--- src/design/bgpr_pkg.sv ---
// shared types, constants and glyph rom for the glyph point rasterizer
// no dependencies
package bgpr_pkg;

	localparam int ROWS     = 5;
	localparam int COLS     = 3;
	localparam int CELLS    = ROWS * COLS;
	localparam int GLYPHS   = 40;
	localparam int SIZE_DIV = 6;

	// configuration register indexes
	typedef enum logic [1:0] {
		REG_PIXEL_SIZE = 2'd0,
		REG_ORIGIN_X   = 2'd1,
		REG_ORIGIN_Y   = 2'd2,
		REG_INK_COLOR  = 2'd3
	} cfg_reg_t;

	// special glyph slots
	localparam logic [5:0] GLYPH_DIGIT0  = 6'd26;
	localparam logic [5:0] GLYPH_DASH    = 6'd36;
	localparam logic [5:0] GLYPH_DOT     = 6'd37;
	localparam logic [5:0] GLYPH_SPACE   = 6'd38;
	localparam logic [5:0] GLYPH_UNKNOWN = 6'd39;

	// character codes
	localparam logic [7:0] CH_LOWER_A = 8'h61;
	localparam logic [7:0] CH_LOWER_Z = 8'h7A;
	localparam logic [7:0] CH_UPPER_A = 8'h41;
	localparam logic [7:0] CH_UPPER_Z = 8'h5A;
	localparam logic [7:0] CH_ZERO    = 8'h30;
	localparam logic [7:0] CH_NINE    = 8'h39;
	localparam logic [7:0] CH_DASH    = 8'h2D;
	localparam logic [7:0] CH_DOT     = 8'h2E;
	localparam logic [7:0] CH_SPACE   = 8'h20;
	localparam logic [7:0] CASE_FOLD  = 8'd32;

	// queue between front and back
	localparam int QUEUE_DEPTH = 2;
	localparam int QPTR_W      = 1;

	// one character queued for drawing
	typedef struct packed {
		logic [15:0]      pen_x;
		logic [CELLS-1:0] cells;   // bit row*COLS+col, row 0 col 0 first
	} glyph_job_t;

	// queue status seen by front and back
	typedef struct packed {
		logic full;
		logic empty;
	} queue_status_t;

	// rows of each glyph, bit 2 is the left column
	localparam logic [2:0] GLYPH_ROM [GLYPHS][ROWS] = '{
		'{3'd2,3'd5,3'd7,3'd5,3'd5}, '{3'd6,3'd5,3'd6,3'd5,3'd6},
		'{3'd3,3'd4,3'd4,3'd4,3'd3}, '{3'd6,3'd5,3'd5,3'd5,3'd6},
		'{3'd7,3'd4,3'd6,3'd4,3'd7}, '{3'd7,3'd4,3'd6,3'd4,3'd4},
		'{3'd3,3'd4,3'd5,3'd5,3'd3}, '{3'd5,3'd5,3'd7,3'd5,3'd5},
		'{3'd7,3'd2,3'd2,3'd2,3'd7}, '{3'd1,3'd1,3'd1,3'd5,3'd2},
		'{3'd5,3'd5,3'd6,3'd5,3'd5}, '{3'd4,3'd4,3'd4,3'd4,3'd7},
		'{3'd5,3'd7,3'd7,3'd5,3'd5}, '{3'd5,3'd7,3'd7,3'd7,3'd5},
		'{3'd2,3'd5,3'd5,3'd5,3'd2}, '{3'd6,3'd5,3'd6,3'd4,3'd4},
		'{3'd2,3'd5,3'd5,3'd2,3'd1}, '{3'd6,3'd5,3'd6,3'd5,3'd5},
		'{3'd3,3'd4,3'd2,3'd1,3'd6}, '{3'd7,3'd2,3'd2,3'd2,3'd2},
		'{3'd5,3'd5,3'd5,3'd5,3'd7}, '{3'd5,3'd5,3'd5,3'd5,3'd2},
		'{3'd5,3'd5,3'd7,3'd7,3'd5}, '{3'd5,3'd5,3'd2,3'd5,3'd5},
		'{3'd5,3'd5,3'd2,3'd2,3'd2}, '{3'd7,3'd1,3'd2,3'd4,3'd7},
		'{3'd2,3'd5,3'd5,3'd5,3'd2}, '{3'd2,3'd6,3'd2,3'd2,3'd7},
		'{3'd7,3'd1,3'd7,3'd4,3'd7}, '{3'd7,3'd1,3'd3,3'd1,3'd7},
		'{3'd5,3'd5,3'd7,3'd1,3'd1}, '{3'd7,3'd4,3'd7,3'd1,3'd7},
		'{3'd3,3'd4,3'd7,3'd5,3'd7}, '{3'd7,3'd1,3'd2,3'd2,3'd2},
		'{3'd7,3'd5,3'd7,3'd5,3'd7}, '{3'd7,3'd5,3'd7,3'd1,3'd6},
		'{3'd0,3'd0,3'd7,3'd0,3'd0}, '{3'd0,3'd0,3'd0,3'd0,3'd2},
		'{3'd0,3'd0,3'd0,3'd0,3'd0}, '{3'd7,3'd1,3'd2,3'd0,3'd2}
	};

	// fold to upper case and map a code to its glyph slot
	function automatic logic [5:0] glyph_index(input logic [7:0] code);
		logic [7:0] c;
		c = code;
		if (c >= CH_LOWER_A && c <= CH_LOWER_Z) c = c - CASE_FOLD;
		priority if (c >= CH_UPPER_A && c <= CH_UPPER_Z) return 6'(c - CH_UPPER_A);
		else if (c >= CH_ZERO && c <= CH_NINE) return GLYPH_DIGIT0 + 6'(c - CH_ZERO);
		else if (c == CH_DASH)  return GLYPH_DASH;
		else if (c == CH_DOT)   return GLYPH_DOT;
		else if (c == CH_SPACE) return GLYPH_SPACE;
		else return GLYPH_UNKNOWN;
	endfunction

	// lit cells of a glyph in drawing order
	function automatic logic [CELLS-1:0] glyph_cells(input logic [5:0] idx);
		logic [CELLS-1:0] cells;
		cells = '0;
		for (int r = 0; r < ROWS; r++) begin
			for (int c = 0; c < COLS; c++) begin
				cells[r*COLS+c] = GLYPH_ROM[idx][r][COLS-1-c];
			end
		end
		return cells;
	endfunction

endpackage

--- src/design/bgpr_queue.sv ---
// two-entry queue of glyph jobs between front and back
// depends on bgpr_pkg
module bgpr_queue (
	input  logic                clk,
	input  logic                arst_n,
	input  logic                push,
	input  bgpr_pkg::glyph_job_t push_job,
	input  logic                pop,
	output bgpr_pkg::glyph_job_t head_job,
	output bgpr_pkg::queue_status_t status
);
	import bgpr_pkg::*;

	glyph_job_t           mem [QUEUE_DEPTH];
	logic [QPTR_W-1:0]    wr_ptr_q;
	logic [QPTR_W-1:0]    rd_ptr_q;
	logic [QPTR_W:0]      count_q;

	// storage
	always_ff @(posedge clk) begin
		if (push) mem[wr_ptr_q] <= push_job;
	end

	// pointers and fill
	always_ff @(posedge clk or negedge arst_n) begin
		if (!arst_n) begin
			wr_ptr_q <= '0;
			rd_ptr_q <= '0;
			count_q  <= '0;
		end else begin
			if (push) wr_ptr_q <= wr_ptr_q + QPTR_W'(1);
			if (pop)  rd_ptr_q <= rd_ptr_q + QPTR_W'(1);
			unique case ({push, pop})
				2'b10:   count_q <= count_q + (QPTR_W+1)'(1);
				2'b01:   count_q <= count_q - (QPTR_W+1)'(1);
				default: count_q <= count_q;
			endcase
		end
	end

	assign head_job     = mem[rd_ptr_q];
	assign status.full  = (count_q == (QPTR_W+1)'(QUEUE_DEPTH));
	assign status.empty = (count_q == '0);

endmodule

--- src/design/bgpr_front.sv ---
// front end: accepts characters, tracks the pen and looks up glyphs
// depends on bgpr_pkg
module bgpr_front #(
	parameter int MAX_SCALE = 2,
	parameter int SCALE_W   = $clog2(MAX_SCALE + 1)
) (
	input  logic                   clk,
	input  logic                   arst_n,
	input  logic                   s_tvalid,
	output logic                   s_tready,
	input  logic [7:0]             char_code,
	input  logic                   label_start,
	input  logic [15:0]            origin_x,
	input  logic [SCALE_W-1:0]     scale,
	input  bgpr_pkg::queue_status_t q_status,
	output logic                   push,
	output bgpr_pkg::glyph_job_t   push_job
);
	import bgpr_pkg::*;

	logic [15:0]      pen_q;
	logic [15:0]      pen_now;
	logic [CELLS-1:0] cells;
	logic             accept;

	assign s_tready = !q_status.full;
	assign accept   = s_tvalid && s_tready;

	// pen for this character and its glyph
	assign pen_now = label_start ? origin_x : pen_q;
	assign cells   = glyph_cells(glyph_index(char_code));

	// blank glyphs only move the pen
	assign push           = accept && (cells != '0);
	assign push_job.pen_x = pen_now;
	assign push_job.cells = cells;

	// pen advances by four cells of the current scale
	always_ff @(posedge clk or negedge arst_n) begin
		if (!arst_n) begin
			pen_q <= '0;
		end else if (accept) begin
			pen_q <= pen_now + (16'(scale) << 2);
		end
	end

endmodule

--- src/design/bgpr_back.sv ---
// back end: walks the cells of one glyph and emits points
// depends on bgpr_pkg
module bgpr_back #(
	parameter int MAX_SCALE = 2,
	parameter int SCALE_W   = $clog2(MAX_SCALE + 1)
) (
	input  logic                    clk,
	input  logic                    arst_n,
	input  bgpr_pkg::queue_status_t q_status,
	input  bgpr_pkg::glyph_job_t    head_job,
	output logic                    pop,
	input  logic [SCALE_W-1:0]      scale,
	input  logic [15:0]             origin_y,
	input  logic [23:0]             ink_color,
	output logic                    m_tvalid,
	input  logic                    m_tready,
	output logic [15:0]             point_x,
	output logic [15:0]             point_y,
	output logic [23:0]             point_color,
	output logic                    last_point
);
	import bgpr_pkg::*;

	logic [CELLS-1:0]   cells_q;
	logic [15:0]        pen_q;
	logic [1:0]         col_q;
	logic [2:0]         row_q;
	logic [SCALE_W-1:0] dx_q;
	logic [SCALE_W-1:0] dy_q;
	logic               valid_q;
	logic               step;
	logic               lit;
	logic               dx_end;
	logic               dy_end;
	logic               cell_done;
	logic               emit;

	// take the next job once the current glyph is finished
	assign pop = (cells_q == '0) && !q_status.empty;

	// one cell or one point per step, held while the output is stalled
	assign step      = (cells_q != '0) && (!valid_q || m_tready);
	assign lit       = cells_q[0];
	assign dx_end    = (dx_q == scale - SCALE_W'(1));
	assign dy_end    = (dy_q == scale - SCALE_W'(1));
	assign cell_done = !lit || (dx_end && dy_end);
	assign emit      = step && lit;

	// cell walk and sub-point counters
	always_ff @(posedge clk or negedge arst_n) begin
		if (!arst_n) begin
			cells_q <= '0;
			col_q   <= '0;
			row_q   <= '0;
			dx_q    <= '0;
			dy_q    <= '0;
		end else if (pop) begin
			cells_q <= head_job.cells;
			col_q   <= '0;
			row_q   <= '0;
			dx_q    <= '0;
			dy_q    <= '0;
		end else if (step) begin
			if (lit) begin
				dx_q <= dx_end ? '0 : dx_q + SCALE_W'(1);
				if (dx_end) dy_q <= dy_end ? '0 : dy_q + SCALE_W'(1);
			end
			if (cell_done) begin
				cells_q <= cells_q >> 1;
				if (col_q == 2'(COLS - 1)) begin
					col_q <= '0;
					row_q <= row_q + 3'd1;
				end else begin
					col_q <= col_q + 2'd1;
				end
			end
		end
	end

	// pen of the glyph being drawn
	always_ff @(posedge clk) begin
		if (pop) pen_q <= head_job.pen_x;
	end

	// output register
	always_ff @(posedge clk or negedge arst_n) begin
		if (!arst_n) begin
			valid_q <= 1'b0;
		end else if (emit) begin
			valid_q <= 1'b1;
		end else if (m_tready) begin
			valid_q <= 1'b0;
		end
	end

	always_ff @(posedge clk) begin
		if (emit) begin
			point_x     <= pen_q + 16'(col_q) * 16'(scale) + 16'(dx_q);
			point_y     <= origin_y + 16'(row_q) * 16'(scale) + 16'(dy_q);
			point_color <= ink_color;
			last_point  <= (cells_q[CELLS-1:1] == '0) && dx_end && dy_end;
		end
	end

	assign m_tvalid = valid_q;

endmodule

--- src/design/bitmap_glyph_point_rasterizer_top.sv ---
// top level of the 3x5 bitmap glyph point rasterizer
// depends on bgpr_pkg, bgpr_front, bgpr_queue and bgpr_back
//
// Takes one label character per input item (tuser marks a label start) and
// emits one point per output item, at most one per cycle, with tlast on the
// final point of a character. The front hands each accepted character's
// glyph to a two-entry queue; a blank glyph only moves the pen and reaches
// no further. The back scans the 15 cells of a glyph one per cycle while
// the output is not stalled, up to its last lit cell, draws each lit cell
// as a square of points, scale on a side, and takes the next glyph only
// once the current one is finished. The output register holds a point
// while the sink stalls, and the front keeps accepting until the queue is
// full. Configuration is written through cfg_we / cfg_index / cfg_wdata
// only while the block is idle; this binds the user, it is not enforced.
module bitmap_glyph_point_rasterizer_top #(
	parameter int MAX_SCALE = 2
) (
	input  logic        clk,
	input  logic        arst_n,
	input  logic        cfg_we,
	input  logic [1:0]  cfg_index,
	input  logic [23:0] cfg_wdata,
	input  logic        s_tvalid,
	output logic        s_tready,
	input  logic [7:0]  s_tdata,   // char_code
	input  logic        s_tuser,   // label_start
	output logic        m_tvalid,
	input  logic        m_tready,
	output logic [55:0] m_tdata,   // point_color, point_y, point_x
	output logic        m_tlast    // last_point
);
	import bgpr_pkg::*;

	localparam int SCALE_W = $clog2(MAX_SCALE + 1);

	logic [7:0]         pixel_size_q;
	logic [15:0]        origin_x_q;
	logic [15:0]        origin_y_q;
	logic [23:0]        ink_color_q;
	logic [SCALE_W-1:0] scale;
	logic               push;
	logic               pop;
	glyph_job_t         push_job;
	glyph_job_t         head_job;
	queue_status_t      q_status;
	logic [15:0]        point_x;
	logic [15:0]        point_y;
	logic [23:0]        point_color;

	// configuration registers
	always_ff @(posedge clk or negedge arst_n) begin
		if (!arst_n) begin
			pixel_size_q <= 8'd6;
			origin_x_q   <= '0;
			origin_y_q   <= '0;
			ink_color_q  <= '0;
		end else if (cfg_we) begin
			unique case (cfg_reg_t'(cfg_index))
				REG_PIXEL_SIZE: pixel_size_q <= cfg_wdata[7:0];
				REG_ORIGIN_X:   origin_x_q   <= cfg_wdata[15:0];
				REG_ORIGIN_Y:   origin_y_q   <= cfg_wdata[15:0];
				REG_INK_COLOR:  ink_color_q  <= cfg_wdata;
				default: ;
			endcase
		end
	end

	// scale is pixel_size/6 clamped to 1..MAX_SCALE, found by compares
	always_comb begin
		scale = SCALE_W'(1);
		for (int k = 2; k <= MAX_SCALE; k++) begin
			if (pixel_size_q >= 8'(SIZE_DIV * k)) scale = SCALE_W'(k);
		end
	end

	bgpr_front #(.MAX_SCALE(MAX_SCALE), .SCALE_W(SCALE_W)) u_front (
		.clk         (clk),
		.arst_n      (arst_n),
		.s_tvalid    (s_tvalid),
		.s_tready    (s_tready),
		.char_code   (s_tdata),
		.label_start (s_tuser),
		.origin_x    (origin_x_q),
		.scale       (scale),
		.q_status    (q_status),
		.push        (push),
		.push_job    (push_job)
	);

	bgpr_queue u_queue (
		.clk      (clk),
		.arst_n   (arst_n),
		.push     (push),
		.push_job (push_job),
		.pop      (pop),
		.head_job (head_job),
		.status   (q_status)
	);

	bgpr_back #(.MAX_SCALE(MAX_SCALE), .SCALE_W(SCALE_W)) u_back (
		.clk         (clk),
		.arst_n      (arst_n),
		.q_status    (q_status),
		.head_job    (head_job),
		.pop         (pop),
		.scale       (scale),
		.origin_y    (origin_y_q),
		.ink_color   (ink_color_q),
		.m_tvalid    (m_tvalid),
		.m_tready    (m_tready),
		.point_x     (point_x),
		.point_y     (point_y),
		.point_color (point_color),
		.last_point  (m_tlast)
	);

	assign m_tdata = {point_color, point_y, point_x};

endmodule

--- config.mk ---
export PLATFORM = sky130hd
export DESIGN_NAME = bitmap_glyph_point_rasterizer_top
export DESIGN_NICKNAME = d
export VERILOG_FILES = /design/src/design/bgpr_pkg.sv /design/src/design/bgpr_queue.sv /design/src/design/bgpr_front.sv /design/src/design/bgpr_back.sv /design/src/design/bitmap_glyph_point_rasterizer_top.sv
export SDC_FILE = /design/constraint.sdc
export NUM_CORES = 1
export LEC_CHECK = 0
export BUFFER_PORTS_ARGS = -buffer_cell sky130_fd_sc_hd__buf_4
export CORE_MARGIN = 1
export CORE_UTILIZATION = 45
export DETAILED_ROUTE_END_ITERATION = 12
export GPL_TIMING_DRIVEN = 0
export PLACE_DENSITY = 0.65
export SETUP_SLACK_MARGIN = 0.15
export SLEW_MARGIN = 20
export SYNTH_ARGS = -nofsm -noshare
export SYNTH_HDL_FRONTEND = slang
export SYNTH_SLANG_ARGS = --single-unit
--- constraint.sdc ---
create_clock -name clk -period 4 [get_ports clk]
set_clock_uncertainty 0.05 [all_clocks]
set_input_delay 0.8 -clock clk [delete_from_list [all_inputs] [get_ports clk]]
set_output_delay 0.8 -clock clk [all_outputs]
set_load 0.1 [all_outputs]
==> key figures, run 1 <==
Status
  • Status: complete, but fails checks
  • Failing checks: setup timing

Global route
  • First-pass GRT wire length: 45.26 mm
  • Vias in the first global route: 8198
  • Initial antenna violation count: 0
  • Overflow after GRT: 0
  • Gr usage total: 0.2168
  • Pin count of the biggest net entering global routing: 76

Placement
  • Global placer's final weighted congestion: 0.9130
  • Pre-CTS WS: -2306 ps
  • Post-DP HPWL: 18.99 mm
  • Port Buffers: 96

Timing
  • Final setup margin: -567.8 ps
  • Slew @ Worst Pin: 986.2 ps
  • Final Hold Viols: 0
  • Final setup viols: 65
  • Min cycle time layout: 4568 ps
  • Pins Over Slew Limit: 0
  • Worst slew margin: 0.3409
  • Achievable Freq: 218.9 MHz
  • RSZ-0062 raised after global routing: yes
  • Final Cycle Share: 1.142

Detailed routing
  • Drt total wl: 28.83 mm
  • Final ANT Viol Nets: 0
  • Avg WL per Cell: 19.30 um
  • DRC: 0
  • Pre-antenna DRT Iters: 7
  • Initial drt markers: 654
  • Vias per inst: 5.509
  • DR vias: 8231

Synthesis
  • Adder-cell share of the synthesized area: 0.05786
  • Compound-gate portion of the synthesized area: 0.09789
  • Avg Inst Size Synth: 12.79 um2
  • Fraction of registers with async set/reset: 0.4421
  • Largest family of logic cells by synthesized area: multiplexers
  • Yosys reg bits: 242
  • Most common cell in the netlist: edfxtp_1
  • Post-synth EDFFs: 135
  • Library cells used by synthesis: 82
  • Synth area leaders: edfxtp_1, dfrtp_1, mux2_2
  • Syn nets: 1024
  • Area leader, netlist: edfxtp_1
  • Gate count after technology mapping: 933
  • Post-synth top area share: 0.3396
  • Multiplexer area fraction after synthesis: 0.1191
  • Synth top cells by count: edfxtp_1, dfrtp_1, mux2_2
  • Prevailing post-synth register cell: edfxtp_1
  • Seq/Total Area, Yosys: 0.5640
  • Synth Area in XOR/XNOR: 0.03742
  • Cell Area, Synth: 0.01194 mm2
  • Yosys warning total: 0
  • Post-synthesis simple-gate area fraction: 0.09035

Floorplan
  • Die W: 164.9 um
  • # IOs: 99
  • Cell Rows: 59
  • Initial Util: 0.4581
  • Area of the die: 0.02718 mm2
  • Core Box Area: 0.02606 mm2
  • Die Span Y: 164.9 um

Critical path
  • Startpoint Class: input port
  • Worst-path fanout max: 7
  • Worst Path Arrival: 4820 ps
  • Setup crit end kind: flip-flop
  • Critical path type: input port to flip-flop
  • Worst Path Required: 4250 ps

Clock tree
  • CTS Hold Buffers Added: 0
  • Skew-Pair Late Insertion Delay: 540 ps
  • H-tree levels: 1
  • CTS tree: yes
  • Clk sinks: 242
  • Clock tree buffer depth: 3
  • Clock-pin slew on the worst setup and hold paths: 60 ps
  • TritonCTS Buffers: 27
  • CTS root buf: clkbuf_16

Run
  • Max-Cap Viols: 0

Pwr
  • Sequential Power Share: 0.359
  • VDD IR-drop max: 769.3 uV
  • Clock network fraction of design power: 0.225
  • Net Switching: 4.367 mW
  • Comb pwr share: 0.416
  • Pwr/cell area: 695.8 mW/mm2
  • Total power: 10.86 mW
  • LEAKAGE: 6.383 nW
  • Pint: 6.491 mW
  • Switching Share: 0.4022

Cells and area
  • Area growth syn-to-layout: 30.72%
  • Nets: 1229
  • Share of post-route cells with drive strength above 1: 0.4012
  • N_diodes: 0

Hold path
  • Worst hold path class: input port to async pin
cell usage in the layout (no fill, tap or decap), types with 6 or more instances in the layout:
master / Yosys / final
a211oi_1: 10 / 8
inv_1: 47 / 31
mux2_2: 104 / 104
inv_2: 1 / 7
nand4_1: 8 / 8
nand2_1: 69 / 65
a21oi_2: 1 / 6
o21ai_1: 2 / 6
xor2_1: 22 / 19
o21ai_0: 26 / 22
clkbuf_16: 0 / 27
edfxtp_1: 135 / 135
ha_1: 44 / 31
o211ai_1: 9 / 9
nand3_1: 21 / 19
nor4_1: 7 / 6
a21oi_1: 35 / 27
buf_2: 7 / 7
buf_6: 6 / 22
nor3_1: 15 / 10
clkbuf_1: 21 / 23
xnor2_1: 29 / 22
buf_4: 4 / 147
buf_12: 0 / 7
nor2_4: 0 / 7
nor2_1: 51 / 43
mux2i_1: 25 / 25
ha_4: 0 / 11
and3_1: 6 / 6
dfrtp_1: 106 / 106
a21o_1: 8 / 8
clkbuf_8: 0 / 6
power groups by stage:
stage / combinational [mW] / sequential, mW / clock [mW]
2_1_floorplan: 1.62 / 5.38 / 0
3_3_place_gp: 3.97 / 3.92 / 0
3_5_place_dp: 4.06 / 3.92 / 0
4_1_cts: 4.43 / 3.90 / 2.51
5_1_grt: 4.83 / 3.98 / 2.62
6_report: 4.51 / 3.90 / 2.45
cells by family after synthesis:
kind of cell | after synthesis
AOI/OAI and AO/OA | 154
xor gates and xnor gates | 51
adders and majority gates | 51
buffers and inverters | 88
DFF | 242
muxes | 129
and+or+nand+nor | 218
path summary, 6_finish.rpt:
| check | from | end | slack, ps | cells past startpoint |
|---|---|---|---|---|
| setup / recovery | s_tdata[0] | u_queue.mem[0][5] | -570 | 22 |
| max in group asynchronous | arst_n | pixel_size_q[2] | 3100 | 2 |
| hold reg to reg | ink_color_q[13] | u_back.point_color[13] | 390 | 0 |
| min in group clk | ink_color_q[13] | u_back.point_color[13] | 390 | 0 |
| hold / removal | arst_n | ink_color_q[22] | 90 | 1 |
| setup reg to reg | pixel_size_q[7] | u_back.point_x[15] | 0 | 17 |
state kept, by name (all words and copies together) (netlist names):
signal and count:
u_back.cells_q 15, u_queue.wr_ptr_q 1, u_front.pen_q 16, u_back.point_y 16
u_back.point_color 24, u_back.m_tvalid 1, u_back.dy_q 2, origin_y_q 16
u_back.pen_q 16, ink_color_q 24, pixel_size_q 6, u_back.point_x 16
u_back.col_q 2, u_back.last_point 1, u_back.row_q 3, origin_x_q 16
u_queue.count_q 2, u_queue.mem 62, u_back.dx_q 2, u_queue.rd_ptr_q 1
metal layers:
metal / vias up / track usage / part of all wire
li1: 3846 / - / -
met1: 4105 / 0.3081 / 0.45
met2: 226 / 0.3371 / 0.47
met3: 54 / 0.03014 / 0.045
met4: 0 / 0.07965 / 0.027
met5: - / 0 / 0
layout make-up:
| cell class | count | area [um2] |
|---|---|---|
| well taps | 335 | 419.2 |
| clock inverters | 14 | 141.4 |
| fillers | 2074 | 10450 |
| repair buffers | 172 | 1538 |
| inverters | 48 | 217.7 |
| plain buffers | 40 | 261.5 |
| multi-input cells | 607 | 5535 |
| clock buffers | 36 | 759.5 |
| flip-flops and latches | 242 | 6733 |
stage by stage:
| step | hold WS, ps | utilization | instances | TNS, ps | cell area (um2) |
|---|---|---|---|---|---|
| CTS | 79.58 | 0.5864 | 1479 | -27610 | 15280 |
| detailed placement | 377.0 | 0.5105 | 1366 | -165000 | 13300 |
| global route | 99.45 | 0.5988 | 1494 | -39900 | 15610 |
| global placement | 373.3 | 0.5081 | 1364 | -169840 | 13240 |
| floorplan | 369.4 | - | 933 | -54400 | 12100 |
| finish | 85.24 | 0.5988 | 1494 | -31610 | 15610 |
timing repair:
item                       in CTS  in global routing
pin swaps                      38                 35
buffers inserted               56                 15
gates cloned                    7                  0
setup endpoints to repair     109                 86
gates resized for setup       120                 36
worst max-delay path: stages:
cell and delay, ps:
buf_12 100, clkinvlp_4 80, ha_4 130, or3b_4 370, or3_4 340, buf_8 150, a2111oi_4 290, o2111a_2 270
nor2_4 70, buf_6 150, ha_4 160, buf_12 130, buf_16 120, mux2i_1 140, mux2i_1 90, o32a_1 370
nor4_4 330, a31oi_4 160, buf_6 170, nor2b_4 130, buf_6 140, buf_12 140
Note: power is estimated with default switching activity, not from simulation.
==> run 2: changes to the inputs <==
CORE_UTILIZATION = 44   (was 45)
PLACE_DENSITY = default   (was 0.65)
==> run 2 against run 1 <==
The flow still finishes with violations (setup timing). Sequential cell count stayed put. Non-clock buffer count is 17 lower. Routed wire length is 0.16% lower. Total power is 1.9% lower. Maximum frequency is 2.8% higher. Utilization is 1.7 points lower. Highest routed layer unchanged. Largest cell class unchanged. Sequential share of layout area is 0.77 points higher. Cell area is 1.7% lower. Hold slack better by 130 ps. Via count is 2.2% lower. Die area is 2.2% higher.
==> key figures, run 2 (synthesis results as in run 1) <==
Status
  • Status: complete, but fails checks
  • Failing checks: setup timing

Timing
  • Final Hold Viols: 0
  • Slew @ Worst Pin: 1031 ps
  • Pins Over Slew Limit: 0
  • Achievable Freq: 224.9 MHz
  • Final setup viols: 65
  • Worst slew margin: 0.3109
  • Min cycle time layout: 4445 ps
  • Final Cycle Share: 1.111
  • Final setup margin: -445.5 ps
  • RSZ-0062 raised after global routing: yes
  • Setup_tns: -24550 ps
  • Fin Hold WS: 217.5 ps

Pwr
  • Pint: 6.324 mW
  • LEAKAGE: 6.230 nW
  • Comb pwr share: 0.417
  • VDD IR-drop max: 434.6 uV
  • Sequential Power Share: 0.367
  • Net Switching: 4.332 mW
  • Pwr/cell area: 695.0 mW/mm2
  • Switching Share: 0.4066
  • Total power: 10.66 mW
  • Clock network fraction of design power: 0.216

Placement
  • Post-DP HPWL: 19.35 mm
  • Placed cells: 1366
  • Placed Area: 0.01330 mm2
  • Pre-CTS WS: -2151 ps
  • Port Buffers: 96
  • Global placer's final weighted congestion: 0.9138

Global route
  • First-pass GRT wire length: 45.73 mm
  • Pin count of the biggest net entering global routing: 63
  • Initial antenna violation count: 0
  • Gr usage total: 0.2100
  • Overflow after GRT: 0
  • Vias in the first global route: 8089

Hold path
  • Worst hold path class: input port to async pin

Critical path
  • WP buf/inv: 8
  • Startpoint Class: input port
  • CP max-delay cell: a221oi_4
  • Worst-path fanout max: 8
  • Crit path cell chain: buf_12 > clkinvlp_4 > ha_4 > or3b_4 > or3_4 > buf_6 > a21o_1 > o2111a_2 > nor2_4 > inv_6 > buf_12 > buf_4 > ha_2 > o221a_1 > a221oi_4 > nor3_4 > a31oi_4 > buf_6 > buf_4 > and2_4
  • Critical path type: input port to flip-flop
  • Worst Path Required: 4160 ps
  • CP max stage delay: 420 ps
  • Worst Path Arrival: 4600 ps
  • Cell family with most CP delay: simple AND/OR/NAND/NOR gates
  • Setup crit end kind: flip-flop

Clock tree
  • H-tree levels: 1
  • Clock-pin slew on the worst setup and hold paths: 60 ps
  • CTS tree: yes
  • Clk sinks: 242
  • CTS root buf: clkbuf_16
  • TritonCTS Buffers: 26
  • Skew-Pair Late Insertion Delay: 520 ps
  • Clock tree buffer depth: 3

Cells and area
  • Nets: 1210
  • Final Cell Area: 0.01533 mm2
  • Share of post-route cells with drive strength above 1: 0.3889
  • Max reg flops: 62
  • Top reg by flops: u_queue.mem
  • Area growth syn-to-layout: 28.44%
  • Most common cell after layout, fill and taps aside: buf_4
  • Most frequent cells in the layout: buf_4, edfxtp_1, dfrtp_1, mux2_2, nand2_1
  • Largest regs: u_queue.mem x62, ink_color_q x24, u_back.point_color x24
  • N_diodes: 0
  • Final Util: 0.5818
  • Finished Layout Cells: 1474

Detailed routing
  • Pre-antenna DRT Iters: 5
  • Initial drt markers: 455
  • Avg WL per Cell: 19.53 um
  • Final ANT Viol Nets: 0
  • DRC: 0
  • Drt total wl: 28.79 mm
  • Vias per inst: 5.459
  • DR vias: 8047

Floorplan
  • Cell Rows: 59
  • Die W: 166.7 um
  • # IOs: 99
  • Core Box Area: 0.02635 mm2
  • Die Span Y: 166.7 um
  • Area of the die: 0.02779 mm2
  • Initial Util: 0.4530

Run
  • Max-Cap Viols: 0
==> run 2: worst paths after layout <==
| path | depth (start not counted) | end | slack, ps | startpoint |
|---|---|---|---|---|
| setup / recovery | 20 | u_queue.mem[1][28] | -450 | s_tdata[0] |
| hold / removal | 1 | ink_color_q[23] | 220 | arst_n |
| setup reg to reg | 18 | u_back.point_x[9] | 30 | pixel_size_q[7] |
| hold reg to reg | 0 | u_back.point_color[13] | 390 | ink_color_q[13] |
| max in group asynchronous | 2 | origin_x_q[15] | 3010 | arst_n |
| min in group clk | 0 | u_back.point_color[13] | 390 | ink_color_q[13] |
==> run 2: area by class of cell <==
type	count	area, um2
fillers	2146	11020
well taps	335	419.2
repair buffers	155	1349
clock inverters	16	132.6
inverters	48	237.7
clock buffers	32	694.4
flip-flops and latches	242	6733
multi-input cells	606	5507
plain buffers	40	260.3
==> run 2: what timing repair did <==
action / CTS / global route
hold buffers: 0 / 0
resized for setup: 112 / 46
endpoints found under the setup margin: 105 / 87
cloned: 4 / 0
buffers inserted: 48 / 8
pin swaps: 47 / 36
==> run 2: power groups by stage <==
stage          combinational [mW]  clock (mW)  sequential [mW]
2_1_floorplan                1.62           0             5.38
3_3_place_gp                 3.99           0             3.93
3_5_place_dp                 4.05           0             3.93
4_1_cts                      4.36        2.37             3.91
5_1_grt                      4.75        2.48             3.98
6_report                     4.45        2.30             3.91
==> run 2: per-layer routing <==
layer | share of wire | vias up | wire [um] | GRT usage
li1 | - | 3801 | - | -
met1 | 0.47 | 4027 | 13440 | 0.2999
met2 | 0.47 | 179 | 13610 | 0.3405
met3 | 0.042 | 40 | 1206 | 0.02947
met4 | 0.018 | 0 | 528 | 0.04630
met5 | 0 | - | 0 | 0
==> run 3: changes to the inputs <==
ABC_AREA = 1   (was default)
==> run 3 against run 2 <==
The run now ends clean. Combinational power shrank 16%. Highest routed layer unchanged. Worst setup slack gained 550 ps. Maximum frequency grew 14%. Critical endpoint is now u_back.point_y[15].
==> key figures, run 3 <==
Status
  • Status: finished clean

Clock tree
  • Skew-Pair Late Insertion Delay: 530 ps
  • CTS tree: yes
  • Clock-pin slew on the worst setup and hold paths: 60 ps
  • CTS root buf: clkbuf_16
  • CTS Hold Buffers Added: 0
  • H-tree levels: 1
  • TritonCTS Buffers: 26
  • Clk sinks: 242
  • Clock tree buffer depth: 3

Floorplan
  • # IOs: 99
  • Cell Rows: 59
  • Die Span Y: 165.1 um
  • Core Box Area: 0.02606 mm2
  • Initial Util: 0.4489
  • Area of the die: 0.02724 mm2
  • Die W: 165.1 um

Placement
  • Placed cells: 1625
  • Placed Area: 0.01311 mm2
  • Global placer's final weighted congestion: 0.9186
  • Post-DP HPWL: 19.46 mm
  • Port Buffers: 96

Pwr
  • Pint: 6.021 mW
  • Sequential Power Share: 0.376
  • VDD IR-drop max: 702.2 uV
  • Switching Share: 0.3954
  • Clock network fraction of design power: 0.250
  • Comb pwr share: 0.374
  • Pwr/cell area: 656.9 mW/mm2
  • LEAKAGE: 6.699 nW
  • Net Switching: 3.939 mW
  • Total power: 9.960 mW

Global route
  • Initial antenna violation count: 0
  • Pin count of the biggest net entering global routing: 73
  • First-pass GRT wire length: 44.28 mm
  • Gr usage total: 0.2089
  • Vias in the first global route: 8377
  • Overflow after GRT: 0

Timing
  • RSZ-0062 raised after global routing: yes
  • Pins Over Slew Limit: 0
  • Worst slew margin: 0.5329
  • Final setup viols: 0
  • Achievable Freq: 256.5 MHz
  • Final Cycle Share: 0.9748
  • Final Hold Viols: 0
  • Slew @ Worst Pin: 700.6 ps
  • Min cycle time layout: 3899 ps

Hold path
  • Worst hold path class: input port to async pin

Synthesis
  • Prevailing post-synth register cell: edfxtp_1
  • Most common cell in the netlist: nand2_1
  • Syn nets: 1282
  • Gate count after technology mapping: 1191
  • Synth area leaders: edfxtp_1, dfrtp_1, nand2_1
  • Post-synth top area share: 0.3466
  • Post-synth EDFFs: 135
  • Synth top cells by count: nand2_1, inv_1, edfxtp_1
  • Avg Inst Size Synth: 9.822 um2
  • Cell Area, Synth: 0.01170 mm2
  • Seq/Total Area, Yosys: 0.5756
  • Area leader, netlist: edfxtp_1
  • Library cells used by synthesis: 43
  • Yosys reg bits: 242
  • Fraction of registers with async set/reset: 0.4421
  • Yosys warning total: 0

Critical path
  • Worst Path Arrival: 4130 ps
  • Crit path cell chain: nor4_2 > nand2_1 > buf_4 > buf_6 > nand2_2 > o21ai_2 > ha_1 > inv_2 > fa_1 > inv_2 > ha_4 > inv_2 > fa_2 > o21ai_2 > a21oi_2 > nor3_2 > nand2_1 > nor2_2 > and3_4 > nand3_2 > xnor2_1
  • CP max stage delay: 450 ps
  • Crit path top cell by count: inv_2
  • CP max-delay cell: fa_1
  • Setup crit end kind: flip-flop
  • WP buf/inv: 5
  • Worst-path fanout max: 2
  • Cell family with most CP delay: adder cells
  • Critical path type: flip-flop to flip-flop
  • Worst Path Required: 4240 ps
  • Startpoint Class: flip-flop

Detailed routing
  • Avg WL per Cell: 16.33 um
  • Final ANT Viol Nets: 0
  • Drt total wl: 28.46 mm
  • DR vias: 8855
  • Initial drt markers: 626
  • Pre-antenna DRT Iters: 5
  • Top layer used by detailed routing: met4
  • Routed met3 length: 1.290 mm
  • Vias per inst: 5.080
  • Metal2 WL: 13.12 mm
  • DRC: 0
  • DRT met1 WL: 13.36 mm

Cells and area
  • Final Cell Area: 0.01516 mm2
  • Nets: 1479
  • Area growth syn-to-layout: 29.62%
  • Final Util: 0.5818
  • Largest regs: u_queue.mem x62, ink_color_q x24, u_back.point_color x24
  • Most frequent cells in the layout: nand2_1, buf_4, edfxtp_1, inv_1, o21ai_0
  • N_diodes: 0
  • Most common cell after layout, fill and taps aside: nand2_1
  • Share of post-route cells with drive strength above 1: 0.2692
  • Multi-input gate area: 0.004823 mm2
  • Max reg flops: 62
  • Finished Layout Cells: 1743
  • Fillers: 2206
  • Top reg by flops: u_queue.mem
  • Register area: 0.006733 mm2

Run
  • Max-Cap Viols: 0
-- run 3: final cells by class --
class	instances	area share
clock buffer	35	0.04712
clock inverter	13	0.01205
timing repair inverter	1	0.0004951
sequential	242	0.4441
multi-input combinational	764	0.3181
inverter	146	0.03829
buffer	40	0.01560
tap	335	0.02764
timing repair buffer	167	0.09663
-- run 3: path summary, 6_finish.rpt --
kind / startpoint / end / slack, ps / cells past startpoint
max reg2reg: pixel_size_q[7] / u_back.point_y[15] / 100 / 21
min in group clk: ink_color_q[16] / u_back.point_color[16] / 390 / 0
max: pixel_size_q[7] / u_back.point_y[15] / 100 / 21
max in group asynchronous: arst_n / pixel_size_q[2] / 3060 / 2
min: arst_n / ink_color_q[20] / 110 / 1
min reg2reg: ink_color_q[16] / u_back.point_color[16] / 390 / 0
-- run 3: kinds of logic (layout without fill, tap and decap cells) --
family / count (synthesis) / after routing / share of synthesized area
flops: 242 / 242 / 0.5756
compound gates: 174 / 174 / 0.07798
xor+xnor: 39 / 39 / 0.02920
fa+ha+maj: 51 / 51 / 0.05904
mux: 10 / 10 / 0.009520
simple gates: 489 / 490 / 0.1848
buf+inv: 186 / 402 / 0.06386
-- run 3: what timing repair did --
item	CTS	global route
pin swaps	37	55
resized for setup	47	98
setup buffers	37	30
endpoints found under the setup margin	78	80
cloned	2	1
-- run 3: power by group through the flow --
stage / Combinational, mW / Sequential (mW) / Clock [mW]
detailed placement: 3.34 / 3.78 / 0
CTS: 3.56 / 3.74 / 2.54
global route: 4.05 / 3.81 / 2.64
finish: 3.73 / 3.74 / 2.49
global placement: 3.24 / 3.78 / 0
floorplan: 1.29 / 4.97 / 0
-- run 3: metrics by stage --
stage | setup TNS, ps | setup slack (ps) | hold slack (ps)
floorplan | -113.2 | -3.651 | 369.4
global placement | -69000 | -1077 | 372.5
detailed placement | -67700 | -1058 | 375.1
CTS | -2.571 | -2.571 | 108.7
global route | -289.8 | -99.66 | 127.3
finish | 0 | 101.0 | 114.1
-- run 3: routing by layer --
metal | vias up | global-route usage
li1 | 4333 | -
met1 | 4246 | 0.3065
met2 | 223 | 0.3258
met3 | 53 | 0.02298
met4 | 0 | 0.06172
met5 | - | 0
-- run 3: worst register-to-register path, delay by kind of cell, from the launching register on --
family / cells / cell delay, ps
adder cells (fa/ha/maj): 4 / 1240
AND/OR/NAND/NOR: 8 / 1080
buffers and inverters: 5 / 440
flip-flops: 1 / 400
XOR/XNOR: 1 / 130
AO/OA/AOI/OAI: 3 / 340
